===== src/sv/fnuc_pkg.sv =====
// Shared types and constants for the farthest-next-use cache.
package fnuc_pkg;
	localparam int AddrW = 48;
	localparam int UseW = 40;
	localparam int KeyW = 41;
	localparam int CntW = 16;
	localparam int CfgW = 7;

	typedef struct packed {
		logic [AddrW-1:0] tag;
		logic [KeyW-1:0]  key;
	} line_t;

	typedef struct packed {
		logic             valid;
		logic [KeyW-1:0]  key;
		logic [AddrW-1:0] tag;
		logic             dirty;
	} cand_t;
endpackage


===== src/sv/fnuc_cell.sv =====
// One cache line cell: tag match, update and one step of the victim scan chain.
module fnuc_cell (
	input  logic                   clk,
	input  logic                   arst_n,
	input  logic [fnuc_pkg::AddrW-1:0] probe_addr,
	input  logic [fnuc_pkg::AddrW-1:0] fill_addr,
	input  logic                   upd_en,
	input  logic                   fill_en,
	input  logic [fnuc_pkg::KeyW-1:0] new_key,
	input  logic                   new_wr,
	input  logic                   scan_load,
	input  fnuc_pkg::cand_t        scan_in,
	output fnuc_pkg::cand_t        scan_out,
	output logic                   match,
	output logic                   valid
);
	import fnuc_pkg::*;

	line_t line_q;
	logic  valid_q;
	logic  dirty_q;
	cand_t cand_q;
	cand_t mine;

	assign valid = valid_q;
	assign match = valid_q && (line_q.tag == probe_addr);

	always_comb begin
		mine.valid = valid_q;
		mine.key = line_q.key;
		mine.tag = line_q.tag;
		mine.dirty = dirty_q;
	end

	assign scan_out = cand_q;

	always_ff @(posedge clk or negedge arst_n) begin
		if (!arst_n) begin
			valid_q <= 1'b0;
			dirty_q <= 1'b0;
		end else if (fill_en) begin
			valid_q <= 1'b1;
			dirty_q <= new_wr;
		end else if (upd_en && new_wr) begin
			dirty_q <= 1'b1;
		end
	end

	always_ff @(posedge clk) begin
		if (fill_en) begin
			line_q.tag <= fill_addr;
		end
		if (fill_en || upd_en) begin
			line_q.key <= new_key;
		end
	end

	// scan: carry the leftmost maximum toward the top end
	always_ff @(posedge clk or negedge arst_n) begin
		if (!arst_n) begin
			cand_q <= '0;
		end else if (scan_load) begin
			cand_q <= mine;
		end else if (scan_in.valid && (!cand_q.valid || scan_in.key >= cand_q.key)) begin
			cand_q <= scan_in;
		end
	end
endmodule


===== config.mk =====
export PLATFORM = sky130hd
export DESIGN_NAME = fnuc_cell
export DESIGN_NICKNAME = d
export VERILOG_FILES = /design/src/sv/fnuc_pkg.sv /design/src/sv/fnuc_cell.sv
export SDC_FILE = /design/constraint.sdc
export NUM_CORES = 1
export LEC_CHECK = 0
export ABC_AREA = 1
export BUFFER_PORTS_ARGS = -buffer_cell sky130_fd_sc_hd__buf_2
export CAP_MARGIN = 15
export CORE_MARGIN = 2
export CORE_UTILIZATION = 46
export DETAILED_ROUTE_END_ITERATION = 12
export MAX_ROUTING_LAYER = met4
export PLACE_DENSITY = 0.75
export RECOVER_POWER = 50
export SYNTH_ARGS = -nofsm -noshare
export SYNTH_HDL_FRONTEND = slang
export SYNTH_SLANG_ARGS = --single-unit

===== constraint.sdc =====
create_clock -name clk -period 1.72 [get_ports clk]
set_input_delay 0.344 -clock clk [delete_from_list [all_inputs] [get_ports clk]]
set_output_delay 0.344 -clock clk [all_outputs]
set_load 0.05 [all_outputs]

======== After elaboration in Yosys (flattened, before gate mapping) ========
Cells that the tools add are included.
word-level totals
  register bits after elaboration ......... 182
  output and inout port bits .............. 93
operators by class
  magnitude comparators ................... 1
  equal/unequal tests ..................... 1
  muxes and demuxes ....................... 4
  reductions and logical operators ........ 8
operator list
  operator                            number
  91-bit 2-to-1 mux                   2
  48-bit == test                      1
  41-bit greater-or-equal comparator  1
  2-bit nonzero test                  2
  1-bit logical AND                   3
  1-bit logical OR                    2
  1-bit 2-to-1 mux                    2
  1-bit zero test                     1

======== Depth between registers and ports, before layout ========
  depth after elaboration ................. 5
  gate-level depth with buffers ........... 17
  depth with buffers taken out ............ 16

======== Least setup slack after synthesis ========
OpenSTA, ideal clock, no wires.
  path kind ............................... register to register
  start ................................... register cand_q (netlist bit scan_out[65])
  end ..................................... register cand_q (netlist bit scan_out[49])
  setup time .............................. 0.118 ns
  arrival ................................. 2.057 ns
  required time ........................... 1.602 ns
  setup slack ............................. -0.456 ns
  cell stages (with the launch flop) ...... 15
  buffers on the path ..................... 1
  period minus slack after synthesis ...... 2.176 ns
  path through ............................ dfrtp_1 -> inv_1 -> ha_1 -> nand2_1 -> nor2_1 -> nand3_1 -> nor2_1 -> nand2_1 -> nor2_1 -> nor2_1 -> nand2_1 -> nand2_2 -> buf_2 -> nand3_1 -> nand2_1
on the way
  word-level cells in the longest chain between the ends .. 4
RTL lines
  what                                 line             source
  start, declared                      fnuc_cell.sv:22  cand_t cand_q;
  start signal, assigned               fnuc_cell.sv:63  cand_q <= mine;
  start signal, assigned               fnuc_cell.sv:65  cand_q <= scan_in;
  41-bit greater-or-equal comparator   fnuc_cell.sv:64  end else if (scan_in.valid && (!cand_q.valid || scan_in.key >= cand_q.key)) begin
  1-bit logical OR                     fnuc_cell.sv:64
  1-bit logical AND                    fnuc_cell.sv:64
  2-bit nonzero test (no source line)  -
Every way passes these cells.
A chain may end at the register's enable or synchronous reset.

======== Worst setup path in the final report ========
  start ................................... register cand_q (netlist bit scan_out[87])
  end ..................................... register cand_q (netlist bit scan_out[35])
The elaborated chain is that of the path after synthesis.

==> metrics.cfg <==
[status]
status = finished, violations left
violations = negative setup slack

[global_routing]
grt_max_degree = 79
overflow = 0
antenna_found_initial = 5
grt_util_all_layers = 0.325
grt_pass1_wl_um = 52000
grt_pass1_vias = 9726

[worst_setup_path]
crit_path_max_incr_delay_ps = 400
critical_path.max_fanout = 6
slowest_stage = dfrtp_2
critPathBufInv = 5
arrival_ps = 2810
critPathKind = reg2reg
crit_family = simple AND/OR/NAND/NOR gates
crit_chain = inv_1, ha_1, nand2_1, nor2_1, nand2_1, nor3_2, nand2_2, nand2_2, nand2_4, buf_12, buf_12, nand2_8, buf_6, buf_12, nand2_4, nand2_2
cp-end-kind = flip-flop
cp.required_ps = 2090
startpoint_type = flip-flop

[die]
ios = 327
fp.coreArea_mm2 = 0.0197
num_rows = 51
die_w_um = 146
start_util = 0.472
fp.dieH_um = 146
die_area_mm2 = 0.0213

[placed_design]
io_buffers = 326
dpl.hpwl_um = 21700
dp.cells = 1773
place.gp.congestion = 0.969

[power_and_ir_drop]
power_density_mw_per_mm2 = 1050
combPwrFrac = 0.388
switching_power_uw = 5910
peakVddDrop_mv = 0.718
p_clk_frac = 0.257
p_sw_frac = 0.381
p_int_uw = 9600
leakage_uw = 0.00753
p_seq_frac = 0.355

[sta]
final.setup.tns_ps = -59980
worst_pin_slew_ps = 1280
relSlewSlack = 0.150
setup_viol_count_final = 91
fin_crit_ps = 2440
worst_slack_ps = -722
finalHoldViolCount = 0
fin_worst_skew_ps = 10.2
finalMaxSlewViolations = 0
timing.final.crit_share = 1.42
rsz0062_at_grt = yes
clock.fmax_mhz = 410

[layout]
final_common_cell = nand2_1
area_growth_pct = 58.6
stdcell_count = 1844
n_fill_cell = 1353
drive_gt1_frac = 0.526
fin_util = 0.749
nets = 1835
layout_common_cells = nand2_1, buf_2, buf_4

[yosys]
synth-edff-count = 89
synth.distinct_cells = 34
netlist_instances = 1098
yosys_warnings = 0
ys.flop_type = dfrtp_1
syn_area_mm2 = 0.00928
synth_nets = 1373
synth_seq_cells = 182
yosysSeqAreaShare = 0.539
syn-mean-instance-area_um2 = 8.45
async_flop_share = 0.511

[drt]
antenna_left = 0
finalWirelength_um = 34900
wire_per_inst_um = 18.9
drt_pass1_iterations = 5
drtIter0Drc = 593
vias = 9531
remaining_drc_errors = 0
vias_per_cell = 5.17

[clock_tree]
cts.sinks = 182
htree_levels = 4
clock-root-buffer = clkbuf_16
cts_tree = done
cts_buffers = 17
cts.clk_slew.worst_paths_ps = 70
clk_latency_ps = 440
clock_path_buffers = 2

[hold_path]
hp-class = in2reg

[run]
maxCapViolations = 0

-- final timing paths --
path | start | to | slack [ps] | cells after the start
worst min register to register | scan_out[44] | scan_out[44] | 510 | 2
worst max-delay path | scan_out[87] | scan_out[35] | -720 | 16
worst min-delay path | fill_addr[31] | line_q[72] | 80 | 1
worst max register to register | scan_out[87] | scan_out[35] | -720 | 16
max in group asynchronous | arst_n | scan_out[56] | 490 | 3
min in group asynchronous | arst_n | scan_out[77] | 530 | 2
-- timing repair --
action | in CTS | in global routing
pin swaps | 65 | 74
gates resized for setup | 199 | 154
hold buffers | 1 | 0
setup endpoints to repair | 91 | 91
gates cloned | 19 | 0
endpoints found under the hold margin | 24 | 0
buffers inserted | 21 | 5
-- flip-flops by register name, summed over array words and instances, names as in the netlist --
name	count
line_q	89
valid	1
dirty_q	1
scan_out	91
-- through the flow --
stage | setup slack (ps) | cell area [µm²] | hold WS [ps] | power, µW
2_1_floorplan | -257 | 9450 | 48.4 | 8300
3_3_place_gp | -543 | 12300 | 296 | 10000
3_5_place_dp | -566 | 12300 | 301 | 10100
4_1_cts | -620 | 14400 | 67.8 | 15200
5_1_grt | -822 | 14700 | 58.0 | 16100
6_report | -722 | 14700 | 75.1 | 15500
-- cell families (layout without fill, tap and decap cells) --
family	after synthesis	count (layout)	synth area share
compound gates	56	56	0.0342
simple gates	660	661	0.289
buf+inv	141	615	0.0661
fa+ha+maj	41	41	0.0553
other cells	0	6	0
xor+xnor	18	18	0.0170
flops	182	182	0.539
-- synthesized netlist by cell type (2+ instances only) --
master	number	area [µm²]
edfxtp_1	89	2670
a221oi_1	3	26.3
clkbuf_1	16	60.1
xnor2_1	7	61.3
nor3_1	3	15.0
a21oi_1	12	60.1
nand2_1	509	1910
ha_1	41	513
o22ai_1	8	50.1
buf_1	10	37.5
o21ai_0	25	125
xor2_1	11	96.3
nand3_1	99	495
nor4_1	5	31.3
nand3b_1	2	15.0
dfrtp_1	93	2330
nor2_1	26	97.6
or2_2	4	25.0
buf_2	13	65.1
inv_1	92	345
nand4_1	8	50.1
buf_6	9	101
o21ai_1	2	10.0
-- per-layer routing --
layer / up-vias / track usage / routed length [µm]
met5: - / - / 0
met4: 0 / 0.147 / 1690
met3: 124 / 0.0534 / 2460
met2: 507 / 0.555 / 17900
met1: 4440 / 0.379 / 12900
li1: 4460 / - / -
-- layout make-up --
cell class	instances	area (µm²)	area share
Antenna cell	6	15.0	0.00102
Multi-Input combinational cell	776	4930	0.335
Tap cell	265	332	0.0225
Timing Repair Buffer	490	3460	0.235
Clock inverter	15	154	0.0105
Inverter	93	354	0.0241
Sequential cell	182	5050	0.343
Clock buffer	17	425	0.0289
-- power by group through the flow --
stage / clock network, µW / registers [µW] / logic (µW)
2_1_floorplan: 0 / 6850 / 1460
3_3_place_gp: 0 / 5530 / 4490
3_5_place_dp: 0 / 5540 / 4560
4_1_cts: 3990 / 5490 / 5710
5_1_grt: 4190 / 5560 / 6350
6_report: 3990 / 5510 / 6010
No activity file was read; power rests on OpenSTA's default activity.
